File: src/rtl/core/ccc_pkg.sv
// Shared constants, types and state codes for the color calibrate and classify block.
// No dependencies; every other file in rtl/core refers to it by scoped names.
package ccc_pkg;

    localparam int TABLE_ENTRIES_DEF = 8;
    localparam int CHANNELS          = 4;
    localparam int RAW_W             = 16;
    localparam int MAP_W             = 8;
    localparam int ENTRY_IDX_W       = 4;
    localparam int DIST_W            = 18;
    localparam int NUM_W             = 24;   // |raw - dark| * 255 fits in 24 bits
    localparam int DIV_STEPS         = 8;    // one quotient bit per step
    localparam int CFG_ADDR_W        = 3;
    localparam int DIST_MAX          = 260100;

    localparam logic [MAP_W-1:0] FULL_SCALE = 8'd255;

    // s_tuser codes
    localparam logic OP_LOAD     = 1'b0;
    localparam logic OP_CLASSIFY = 1'b1;

    typedef enum logic [1:0] {
        ST_IDLE,
        ST_MAP,
        ST_SEARCH,
        ST_OUT
    } ccc_state_t;

    // status of one calibration lane
    typedef struct packed {
        logic             done;
        logic             err;
        logic [MAP_W-1:0] value;
    } ccc_lane_t;

    // status of the nearest-entry search
    typedef struct packed {
        logic                   done;
        logic [ENTRY_IDX_W-1:0] index;
        logic [DIST_W-1:0]      distance;
    } ccc_near_t;

endpackage

File: src/rtl/core/color_calibrate_and_classify.sv
// Top level of the color calibrate and classify block: config registers, control FSM,
// four calibration lanes, nearest-entry search and output register.
// Depends on ccc_pkg, ccc_map_lane and ccc_nearest.
//
//  channel | direction | tdata fields (low bit up)                       | tuser
//  --------+-----------+-------------------------------------------------+------------
//  s_      | in        | entry_index, raw_red/green/blue/clear,          | operation
//          |           | ref_red/green/blue/clear, 4 pad bits            |
//  m_      | out       | color_index, mapped_red/green/blue/clear,       | cal_error
//          |           | min_distance, 2 pad bits                        |
//  cfg_    | in        | write enable, index 0..7, 16-bit data           | -
//
// Classify, from one input transfer to the next: 1 setup + 8 divider steps in every lane,
// then one table entry per cycle plus one compare stage, then the hand-off to the output
// register. Load: the table write happens at the input transfer.
// Reset is synchronous and clears the table, the config registers and all control.
// A result waiting on m_tready does not hold the next input transfer; only a finished
// result that finds the output register still full waits in ST_OUT.
module color_calibrate_and_classify #(
    parameter int TABLE_ENTRIES = ccc_pkg::TABLE_ENTRIES_DEF
) (
    input  logic                              aclk,
    input  logic                              aresetn,

    input  logic                              s_tvalid,
    output logic                              s_tready,
    // entry_index[3:0], raw_red[19:4], raw_green[35:20], raw_blue[51:36],
    // raw_clear[67:52], ref_red[75:68], ref_green[83:76], ref_blue[91:84],
    // ref_clear[99:92], zero pad[103:100]
    input  logic [103:0]                      s_tdata,
    // operation[0]
    input  logic                              s_tuser,

    output logic                              m_tvalid,
    input  logic                              m_tready,
    // color_index[3:0], mapped_red[11:4], mapped_green[19:12], mapped_blue[27:20],
    // mapped_clear[35:28], min_distance[53:36], zero pad[55:54]
    output logic [55:0]                       m_tdata,
    // cal_error[0]
    output logic                              m_tuser,

    input  logic                              cfg_we,
    input  logic [ccc_pkg::CFG_ADDR_W-1:0]    cfg_addr,
    input  logic [ccc_pkg::RAW_W-1:0]         cfg_wdata
);

    localparam int NCH = ccc_pkg::CHANNELS;
    localparam int RW  = ccc_pkg::RAW_W;
    localparam int MW  = ccc_pkg::MAP_W;

    ccc_pkg::ccc_state_t state_reg, state_next;

    logic [NCH-1:0][RW-1:0] dark_reg, white_reg;
    ccc_pkg::ccc_lane_t     lane [NCH];
    ccc_pkg::ccc_near_t     near;
    logic [NCH-1:0][MW-1:0] mapped;
    logic [NCH-1:0]         lane_done, lane_err;

    logic s_xfer, out_free, map_done;
    logic lane_start, tbl_we, search_start, out_load;

    // result waiting for the output register
    logic [ccc_pkg::ENTRY_IDX_W-1:0] res_idx_reg;
    logic [NCH-1:0][MW-1:0]          res_map_reg;
    logic [ccc_pkg::DIST_W-1:0]      res_dist_reg;
    logic                            res_err_reg;

    logic        m_tvalid_reg;
    logic [55:0] m_tdata_reg;
    logic        m_tuser_reg;

    assign s_xfer   = s_tvalid && s_tready;
    assign out_free = !m_tvalid_reg || m_tready;
    assign map_done = &lane_done;

    // config: index 0..3 dark, 4..7 white
    always_ff @(posedge aclk) begin
        if (!aresetn) begin
            dark_reg  <= '0;
            white_reg <= '0;
        end else if (cfg_we) begin
            if (cfg_addr[2]) begin
                white_reg[cfg_addr[1:0]] <= cfg_wdata;
            end else begin
                dark_reg[cfg_addr[1:0]]  <= cfg_wdata;
            end
        end
    end

    // calibration lanes, one per color channel
    for (genvar c = 0; c < NCH; c++) begin : g_lane
        ccc_map_lane u_lane (
            .aclk    (aclk),
            .aresetn (aresetn),
            .start   (lane_start),
            .raw     (s_tdata[4 + c*RW +: RW]),
            .dark    (dark_reg[c]),
            .white   (white_reg[c]),
            .lane_o  (lane[c])
        );
        assign lane_done[c] = lane[c].done;
        assign lane_err[c]  = lane[c].err;
        assign mapped[c]    = lane[c].value;
    end

    ccc_nearest #(
        .TABLE_ENTRIES (TABLE_ENTRIES)
    ) u_nearest (
        .aclk     (aclk),
        .aresetn  (aresetn),
        .wr_en    (tbl_we),
        .wr_index (s_tdata[3:0]),
        .wr_entry (s_tdata[99:68]),
        .start    (search_start),
        .mapped   (mapped),
        .near_o   (near)
    );

    // next state
    always_comb begin
        state_next = state_reg;
        case (state_reg)
            ccc_pkg::ST_IDLE: begin
                if (s_xfer) begin
                    state_next = (s_tuser == ccc_pkg::OP_CLASSIFY) ? ccc_pkg::ST_MAP
                                                                   : ccc_pkg::ST_OUT;
                end
            end
            ccc_pkg::ST_MAP: begin
                if (map_done) state_next = ccc_pkg::ST_SEARCH;
            end
            ccc_pkg::ST_SEARCH: begin
                if (near.done) state_next = ccc_pkg::ST_OUT;
            end
            ccc_pkg::ST_OUT: begin
                if (out_free) state_next = ccc_pkg::ST_IDLE;
            end
            default: state_next = ccc_pkg::ST_IDLE;
        endcase
    end

    // FSM outputs
    always_comb begin
        s_tready     = 1'b0;
        lane_start   = 1'b0;
        tbl_we       = 1'b0;
        search_start = 1'b0;
        out_load     = 1'b0;
        case (state_reg)
            ccc_pkg::ST_IDLE: begin
                s_tready   = 1'b1;
                lane_start = s_tvalid && (s_tuser == ccc_pkg::OP_CLASSIFY);
                tbl_we     = s_tvalid && (s_tuser == ccc_pkg::OP_LOAD);
            end
            ccc_pkg::ST_MAP:    search_start = map_done;
            ccc_pkg::ST_SEARCH: ;
            ccc_pkg::ST_OUT:    out_load = out_free;
            default: ;
        endcase
    end

    always_ff @(posedge aclk) begin
        if (!aresetn) begin
            state_reg <= ccc_pkg::ST_IDLE;
        end else begin
            state_reg <= state_next;
        end
    end

    // result capture: a load answers all zero
    always_ff @(posedge aclk) begin
        if (tbl_we) begin
            res_idx_reg  <= '0;
            res_map_reg  <= '0;
            res_dist_reg <= '0;
            res_err_reg  <= 1'b0;
        end else if (state_reg == ccc_pkg::ST_SEARCH && near.done) begin
            res_idx_reg  <= near.index;
            res_map_reg  <= mapped;
            res_dist_reg <= near.distance;
            res_err_reg  <= |lane_err;
        end
    end

    // output register
    always_ff @(posedge aclk) begin
        if (!aresetn) begin
            m_tvalid_reg <= 1'b0;
        end else if (out_load) begin
            m_tvalid_reg <= 1'b1;
        end else if (m_tready) begin
            m_tvalid_reg <= 1'b0;
        end
    end

    always_ff @(posedge aclk) begin
        if (out_load) begin
            m_tdata_reg <= {2'b00, res_dist_reg, res_map_reg[3], res_map_reg[2],
                            res_map_reg[1], res_map_reg[0], res_idx_reg};
            m_tuser_reg <= res_err_reg;
        end
    end

    assign m_tvalid = m_tvalid_reg;
    assign m_tdata  = m_tdata_reg;
    assign m_tuser  = m_tuser_reg;

endmodule

File: src/rtl/core/ccc_map_lane.sv
// One calibration lane: (raw - dark) * 255 / (white - dark), truncated, clamped to 0..255.
// Restoring division, one quotient bit per cycle. Depends on ccc_pkg.
module ccc_map_lane (
    input  logic                        aclk,
    input  logic                        aresetn,
    input  logic                        start,
    input  logic [ccc_pkg::RAW_W-1:0]   raw,
    input  logic [ccc_pkg::RAW_W-1:0]   dark,
    input  logic [ccc_pkg::RAW_W-1:0]   white,
    output ccc_pkg::ccc_lane_t          lane_o
);

    localparam int RW = ccc_pkg::RAW_W;
    localparam int NW = ccc_pkg::NUM_W;
    localparam int MW = ccc_pkg::MAP_W;

    logic [RW:0]   num_diff, den_diff;
    logic [RW-1:0] adiff_reg, aden_reg;
    logic          neg_reg, zero_reg, sat_reg;
    logic          setup_reg, busy_reg, done_reg, err_reg;
    logic [2:0]    cnt_reg;
    logic [NW-1:0] rem_reg, num_full, dsh_ext;
    logic [NW-2:0] dsh_reg;
    logic [MW-1:0] q_reg, q_next, value_reg;
    logic          ge;

    assign num_diff = {1'b0, raw}   - {1'b0, dark};
    assign den_diff = {1'b0, white} - {1'b0, dark};

    // 255 * x as (x << 8) - x
    assign num_full = {adiff_reg, 8'b0} - NW'(adiff_reg);
    assign dsh_ext  = {1'b0, dsh_reg};
    assign ge       = rem_reg >= dsh_ext;
    assign q_next   = {q_reg[MW-2:0], ge};

    always_ff @(posedge aclk) begin
        if (!aresetn) begin
            setup_reg <= 1'b0;
            busy_reg  <= 1'b0;
            done_reg  <= 1'b0;
            cnt_reg   <= '0;
            err_reg   <= 1'b0;
            value_reg <= '0;
        end else begin
            done_reg <= 1'b0;
            if (start) begin
                setup_reg <= 1'b1;
                adiff_reg <= num_diff[RW] ? RW'(-num_diff) : num_diff[RW-1:0];
                aden_reg  <= den_diff[RW] ? RW'(-den_diff) : den_diff[RW-1:0];
                neg_reg   <= num_diff[RW] ^ den_diff[RW];
                zero_reg  <= (den_diff == '0);
            end else if (setup_reg) begin
                setup_reg <= 1'b0;
                busy_reg  <= 1'b1;
                cnt_reg   <= '0;
                rem_reg   <= num_full;
                sat_reg   <= num_full >= {aden_reg, 8'b0};
                dsh_reg   <= {aden_reg, 7'b0};
                q_reg     <= '0;
            end else if (busy_reg) begin
                if (ge) begin
                    rem_reg <= rem_reg - dsh_ext;
                end
                dsh_reg <= dsh_reg >> 1;
                q_reg   <= q_next;
                cnt_reg <= cnt_reg + 3'd1;
                if (cnt_reg == 3'(ccc_pkg::DIV_STEPS - 1)) begin
                    busy_reg <= 1'b0;
                    done_reg <= 1'b1;
                    err_reg  <= zero_reg;
                    if (zero_reg || neg_reg) begin
                        value_reg <= '0;
                    end else if (sat_reg) begin
                        value_reg <= ccc_pkg::FULL_SCALE;
                    end else begin
                        value_reg <= q_next;
                    end
                end
            end
        end
    end

    assign lane_o.done  = done_reg;
    assign lane_o.err   = err_reg;
    assign lane_o.value = value_reg;

endmodule

File: src/rtl/core/ccc_nearest.sv
// Reference color table and nearest-entry search: four squared-difference lanes,
// one table entry per cycle, then a registered compare. Depends on ccc_pkg.
module ccc_nearest #(
    parameter int TABLE_ENTRIES = ccc_pkg::TABLE_ENTRIES_DEF
) (
    input  logic                                           aclk,
    input  logic                                           aresetn,
    input  logic                                           wr_en,
    input  logic [ccc_pkg::ENTRY_IDX_W-1:0]                wr_index,
    input  logic [ccc_pkg::CHANNELS*ccc_pkg::MAP_W-1:0]    wr_entry,
    input  logic                                           start,
    input  logic [ccc_pkg::CHANNELS-1:0][ccc_pkg::MAP_W-1:0] mapped,
    output ccc_pkg::ccc_near_t                             near_o
);

    localparam int IDX_W = (TABLE_ENTRIES > 1) ? $clog2(TABLE_ENTRIES) : 1;
    localparam int CMP_W = ccc_pkg::ENTRY_IDX_W + 1;
    localparam int EW    = ccc_pkg::CHANNELS * ccc_pkg::MAP_W;
    localparam int DW    = ccc_pkg::DIST_W;
    localparam logic [IDX_W-1:0] LAST_IDX = IDX_W'(TABLE_ENTRIES - 1);

    logic [EW-1:0]    table_reg [TABLE_ENTRIES];
    logic [EW-1:0]    entry;
    logic             wr_ok;
    logic             walk_reg, sum_vld_reg, sum_last_reg, done_reg;
    logic [IDX_W-1:0] walk_cnt_reg, sum_idx_reg, best_idx_reg;
    logic [DW-1:0]    sum, sum_reg, best_reg;
    logic [ccc_pkg::CHANNELS-1:0][15:0] sq;

    assign wr_ok = wr_en && ({1'b0, wr_index} < CMP_W'(TABLE_ENTRIES));
    assign entry = table_reg[walk_cnt_reg];

    // squared difference lanes
    for (genvar c = 0; c < ccc_pkg::CHANNELS; c++) begin : g_sq
        logic signed [8:0]  d;
        logic signed [17:0] p;
        assign d     = $signed({1'b0, entry[c*ccc_pkg::MAP_W +: ccc_pkg::MAP_W]})
                     - $signed({1'b0, mapped[c]});
        assign p     = d * d;
        assign sq[c] = p[15:0];
    end

    assign sum = DW'(sq[0]) + DW'(sq[1]) + DW'(sq[2]) + DW'(sq[3]);

    always_ff @(posedge aclk) begin
        if (!aresetn) begin
            for (int i = 0; i < TABLE_ENTRIES; i++) begin
                table_reg[i] <= '0;
            end
        end else if (wr_ok) begin
            table_reg[wr_index[IDX_W-1:0]] <= wr_entry;
        end
    end

    always_ff @(posedge aclk) begin
        if (!aresetn) begin
            walk_reg     <= 1'b0;
            walk_cnt_reg <= '0;
            sum_vld_reg  <= 1'b0;
            done_reg     <= 1'b0;
        end else begin
            done_reg    <= 1'b0;
            sum_vld_reg <= walk_reg;
            if (start) begin
                walk_reg     <= 1'b1;
                walk_cnt_reg <= '0;
            end else if (walk_reg) begin
                sum_reg      <= sum;
                sum_idx_reg  <= walk_cnt_reg;
                sum_last_reg <= (walk_cnt_reg == LAST_IDX);
                if (walk_cnt_reg == LAST_IDX) begin
                    walk_reg <= 1'b0;
                end else begin
                    walk_cnt_reg <= walk_cnt_reg + 1'b1;
                end
            end
            if (sum_vld_reg) begin
                // strict compare keeps the lowest index on a tie
                if (sum_idx_reg == '0 || sum_reg < best_reg) begin
                    best_reg     <= sum_reg;
                    best_idx_reg <= sum_idx_reg;
                end
                done_reg <= sum_last_reg;
            end
        end
    end

    assign near_o.done     = done_reg;
    assign near_o.index    = ccc_pkg::ENTRY_IDX_W'(best_idx_reg);
    assign near_o.distance = best_reg;

endmodule

File: config.mk
export PLATFORM = sky130hd
export DESIGN_NAME = color_calibrate_and_classify
export DESIGN_NICKNAME = d
export VERILOG_FILES = /design/src/rtl/core/ccc_pkg.sv /design/src/rtl/core/color_calibrate_and_classify.sv /design/src/rtl/core/ccc_map_lane.sv /design/src/rtl/core/ccc_nearest.sv
export SDC_FILE = /design/constraint.sdc
export NUM_CORES = 2
export LEC_CHECK = 0
export BUFFER_PORTS_ARGS = -buffer_cell sky130_fd_sc_hd__buf_2
export CAP_MARGIN = 20
export CORE_MARGIN = 10
export CORE_UTILIZATION = 49
export DETAILED_ROUTE_END_ITERATION = 10
export PLACE_DENSITY = 0.72
export SLEW_MARGIN = 30
export SYNTH_ARGS = -nofsm -noshare
export SYNTH_HDL_FRONTEND = slang
export SYNTH_SLANG_ARGS = --single-unit
File: constraint.sdc
create_clock -name aclk -period 10.9 [get_ports aclk]
set_clock_uncertainty 0.2 [all_clocks]
set_input_delay 2.18 -clock aclk [delete_from_list [all_inputs] [get_ports aclk]]
set_output_delay 2.18 -clock aclk [all_outputs]
set_load 0.01 [all_outputs]
* After elaboration in Yosys (flattened, before gate mapping)
Memories as Yosys holds them, arrays and structs flattened. A register that Yosys moved wholly into a read port is not among the register bits. Index checks and enable logic that the tools add are counted.
Storage, ports and cells: memories kept 1, memory bits (writable) 256, bits of input ports 129, memory bits (read-only) 0, latch bits 0, bits in registers 701, output and inout bits 59
Cells by class: div/mod/pow operators 0, $mul 4, multiplexer cells 94, equal/unequal tests 12, bitwise gates (word level) 15, shift-type cells 0, reductions and logical operators 61, magnitude comparators 12, $add $sub $neg 36
Memory list:
- u_nearest.table_reg | depth 8, width 32, read ports 1, clocked after memory_dff 1, write ports 8, RTL line ccc_nearest.sv:22 | logic [EW-1:0] table_reg [TABLE_ENTRIES];
Operators by type and width (count):
- two-way mux 24 bit | 12
- two-way mux 23 bit | 8
- two-way mux 16 bit | 9
- subtractor 16 x 16 -> 17 bit | 8
- bitwise mux 64 bit | 2
- negation 16 bit | 8
- greater-or-equal comparator 24 x 23 -> 1 bit | 4
- greater-or-equal comparator 24 bit | 4
- subtractor 24 x 16 -> 24 bit | 4
- subtractor 24 x 23 -> 24 bit | 4
- zero test 17 bit | 4
- multiplier 9 x 9 -> 16 bit | 4
- two-way mux 8 bit | 8
- AND reduction 4 bit | 10
- adder 18 x 16 -> 18 bit | 2
- subtractor 8 x 8 -> 9 bit | 4
- two-way mux 3 bit | 11
- demux 16 bit (select 2 bit) | 1
- two-way mux 1 bit | 32
- two-way mux 32 bit | 1
- OR reduction 32 bit | 1
- two-way mux 7 bit | 4
- AND reduction 3 bit | 7
- OR reduction 4 bit | 5
- other kinds (23) | 77

* Depth between registers and ports, before layout
depth after elaboration 9, mapped depth 47

* Hierarchy
A second synthesis with hierarchy kept.
Second synthesis, totals: cells, all modules 6722, area total of the unflattened synthesis 67232.0 µm²
By module, submodules not included:
- ccc_nearest | times used 1, cells each 2176, area each 25226.7 µm², seq. area each 9158.8 µm²
- ccc_map_lane at g_lane[1].u_lane ... | times used 2, cells each 913, area each 8272.9 µm², seq. area each 2972.9 µm²
- color_calibrate_and_classify | times used 1, cells each 916, area each 9002.4 µm², seq. area each 5375.2 µm²
- ccc_map_lane at g_lane[3].u_lane | times used 1, cells each 903, area each 8242.9 µm², seq. area each 2972.9 µm²
- ccc_map_lane at g_lane[0].u_lane | times used 1, cells each 901, area each 8214.1 µm², seq. area each 2972.9 µm²

* Worst setup path after synthesis
Ideal clock, no wire load.
path type register to register, start register (tool-made name), end register u_nearest.sum_reg[16] (data pin), cell stages (with the launch flop) 43, period minus slack after synthesis 10.456 ns, slack 0.444 ns, required time 10.434 ns, arrival time 9.990 ns, cells stage by stage dfxtp_1 > clkbuf_1 > buf_1 > mux4_2 > mux2i_1 > inv_1 > ha_1 > nor2b_1 > o21ai_0 > nand2b_1 > a21o_1 > a21o_1 > a21oi_1 > o21bai_1 > xnor2_1 > clkinv_1 > nand2b_1 > fa_1 > [7 not listed] > ha_1 > inv_1 > o21bai_1 > a21oi_1 > o21bai_1 > a21oi_1 > xnor2_1 > ha_1 > or3_1 > a211o_1 > a31o_2 > a21oi_1 > xor2_1 > fa_1 > inv_1 > ha_1 > o41ai_1 > xnor2_1
RTL lines:
- to (signal assigned) | RTL line ccc_nearest.sv:68 | sum_reg <= sum;
- to (decl) | RTL line ccc_nearest.sv:27 | logic [DW-1:0] sum, sum_reg, best_reg;

==> results.md <==
- Initial DRC Count: 3350
- Sw frac: 40.1%
- H-tree lvl count: 3
- Final worst-path cycle share: a little over nine tenths
- Core Region: roughly 130000 um^2
- Worst Path Arrival: about 11000 ps
- Outcome: finished clean
- Setup Viol. Count Final: 0
- Top cell type's share of synthesized area: 32.4%
- Cells after synthesis: 6638
- Drc violations: 0
- Cell Area, Synth: 65800 um^2
- Most area-hungry cell type in the Yosys netlist: edfxtp_1
- Die Area: 149000 um^2
- Peak Freq: 97.1 MHz
- CTS Buf Count: 101
- CTS Sinks: between 900 and 1k
- Post-synth ARST share: 0%
- Tot Pwr: 20.1 mW
- Placed cells: ~8.5k
- YS warnings: 0
- Crit path required time: 11190 ps
- Int Pwr: 12.0 mW
- FP Rows: 134
- HP Class: reg2reg
- Post-synth EDFFs: 709
- Avg Cell Area, Syn: 9.91 um^2
- Area grow syn2layout: 10.2%
- Pre-antenna DRT Iters: 6
- Maxcap violations: 0
- Reg clk slew, reported paths: 80 ps
- Via count of the first global-routing pass: 47.0k
- Hold WS: 218 ps
- Fill count: 11.9k
- Largest stage delay on the critical path: roughly 550 ps
- Pwr dens: approximately 280 nW/um^2
- VDD IR max: about 0.0015 V
- Port buffer count: 180
- Finished Core Util: 54.3%
- Vias post-DR: 47.7k
- Critical path capture point type: flop
- Area contributors post-synth: edfxtp_1, ha_1, dfxtp_1
- Most frequent cells in the layout: nand2_1, inv_1, edfxtp_1, ha_1, a21oi_1
- Chip height: 386 um
- Io pins: 188
- GP Congestion: 0.931
- Critical path type: reg2reg
- Fin. max-slew vios: 0
- CP most frequent cell: fa_1
- Drt via density: 5.51
- Die Width: 386 um
- Initial antenna violation count: 14
- Remaining global-route overflow: 0
- CTS tree: built
- Clk pwr share: between 10% and 20%
- Synth unique cells: 100
- Post-route minimum period: 10290 ps
- Root Buffer: clkbuf_16
- Routed Wire Length: 160 mm
- Hold-fix buffers, CTS: 0
- Leading cell type in the layout, fill and taps excluded: nand2_1
- Layout Cells excl Fill: 8669
- Net count, final: 7735
- Layout cell share with drive strength beyond 1: 9.09%
- CP max FO: 17
- Seq. cell area: 26300 um^2
- Clk_lat worst skew: 750 ps
- Largest net degree at the start of global routing: 106
- Max reg flops: 256
- Global-route wire length before repair: approximately 250 mm
- Power share of the combinational group: slightly below 60%
- Reg power frac: 24.3%
- Register area share after synthesis: 40.0%
- Post-route ant nets: 0
- DP HPWL: 119 mm
- Net Sw Power: 8.05 mW
- Dominant synthesized flop cell: edfxtp_1
- Area of the multi-input gates: ~36000 um^2
- Setup TNS: 0 ps
- Slowest-stage cell, CP: fa_1
- RSZ-0062 raised after global routing: false
- Relative slew slack: roughly a third
- Worst Tran Pin Value: 1020 ps
- Static Leak: 29.6 nW
- Starting Density: 49.3%
- Crit path launch type: flop
- Final hold vios: 0
- WL per Instance: about 18 um
- Number of synthesized register bits: 960
- Max Buffers Root-to-Sink: 3
- GRT Overall Usage: 21.1%
[path summary, 6_finish.rpt]
kind / startpoint / end / slack, ps / cells past startpoint
max: flop / u_nearest.sum_reg[16] / 610 / 39
min: res_map_reg[3] / m_tdata[7] / 220 / 0
max reg2reg: flop / u_nearest.sum_reg[16] / 610 / 39
min reg2reg: res_map_reg[3] / m_tdata[7] / 220 / 0
[power groups by stage]
| stage | clock network [mW] | registers (mW) | logic [mW] |
|---|---|---|---|
| floorplan | 0 | 4.96 | 9.38 |
| global placement | 0 | 4.95 | 11.4 |
| detailed placement | 0 | 4.96 | 11.5 |
| CTS | 3.61 | 4.88 | 11.6 |
| global route | 3.75 | 4.90 | 13.2 |
| finish | 3.55 | 4.88 | 11.7 |
[kinds of logic (layout without fill, tap and decap cells)]
| family | count (synthesis) | in the layout | synth area share (%) |
|---|---|---|---|
| buffers and inverters | 944 | 1198 | 5.45 |
| other | 1 | 10 | 0.00570 |
| adders and majority gates | 800 | 800 | 18.0 |
| muxes | 128 | 128 | 3.25 |
| and+or+nand+nor | 2003 | 2003 | 14.6 |
| DFF | 960 | 960 | 40.0 |
| AOI/OAI and AO/OA | 1330 | 1330 | 12.4 |
| xor gates and xnor gates | 472 | 472 | 6.29 |
[Yosys cell counts (13+ instances only)]
cell type / number
xnor2_1: 335
nand2_1: 767
a31oi_1: 38
xor2_1: 137
or3_1: 43
mux2_2: 44
fa_1: 240
a21oi_1: 477
dfxtp_1: 251
or2_2: 16
o31a_1: 13
nand2b_1: 68
and2_1: 297
nor2_1: 391
nor3b_1: 14
mux4_2: 64
o2111ai_1: 14
mux2i_1: 20
o211ai_1: 22
edfxtp_1: 709
buf_1: 24
clkbuf_2: 14
nor3_1: 110
nor2b_1: 86
clkbuf_1: 142
nand4_1: 24
o31ai_1: 28
nor4_1: 21
ha_1: 560
inv_1: 741
and3_1: 22
o21a_1: 66
a21o_1: 118
o21bai_1: 44
o21ai_0: 322
nand3_1: 83
a211oi_1: 45
[critical path, delay by kind of cell (launching register included)]
kind                       cells  cell delay (ps)
and+or+nand+nor                3              590
buffers and inverters          7              740
xor gates and xnor gates       4              540
DFF                            1              460
muxes                          2              850
adders and majority gates     10             4100
AOI/OAI and AO/OA             13             2540
[area by class of cell]
| cell class | instances | share of cell area, % |
|---|---|---|
| clock buffers | 149 | 4.06 |
| clock inverters | 42 | 0.709 |
| inverters | 753 | 3.91 |
| multi-input cells | 4736 | 49.9 |
| diodes | 7 | 0.0242 |
| repair buffers | 254 | 2.07 |
| flip-flops and latches | 960 | 36.3 |
| well taps | 1768 | 3.05 |
[metrics by stage]
stage                     setup slack, ps  area [um^2]
after floorplan                       444        65800
after global placement                575        68900
after detailed placement              492        68900
after CTS                             412        72400
after global routing                 15.3        72500
final                                 606        72500
[repair_timing]
item / 4_1_cts / 5_1_grt
gates resized for setup: 0 / 4
setup buffers: 0 / 5
hold endpoints to repair: 0 / 0
setup endpoints to repair: 0 / 3
[layer usage]
layer  global-route usage (%)  vias up  wire [um]
li1                         -    23300          -
met1                     28.7    22900      71300
met2                     34.8     1254      74400
met3                     3.03      255       9870
met4                     6.59       14       4520
met5                        0        -         83
No activity file was read; power rests on OpenSTA's default activity.
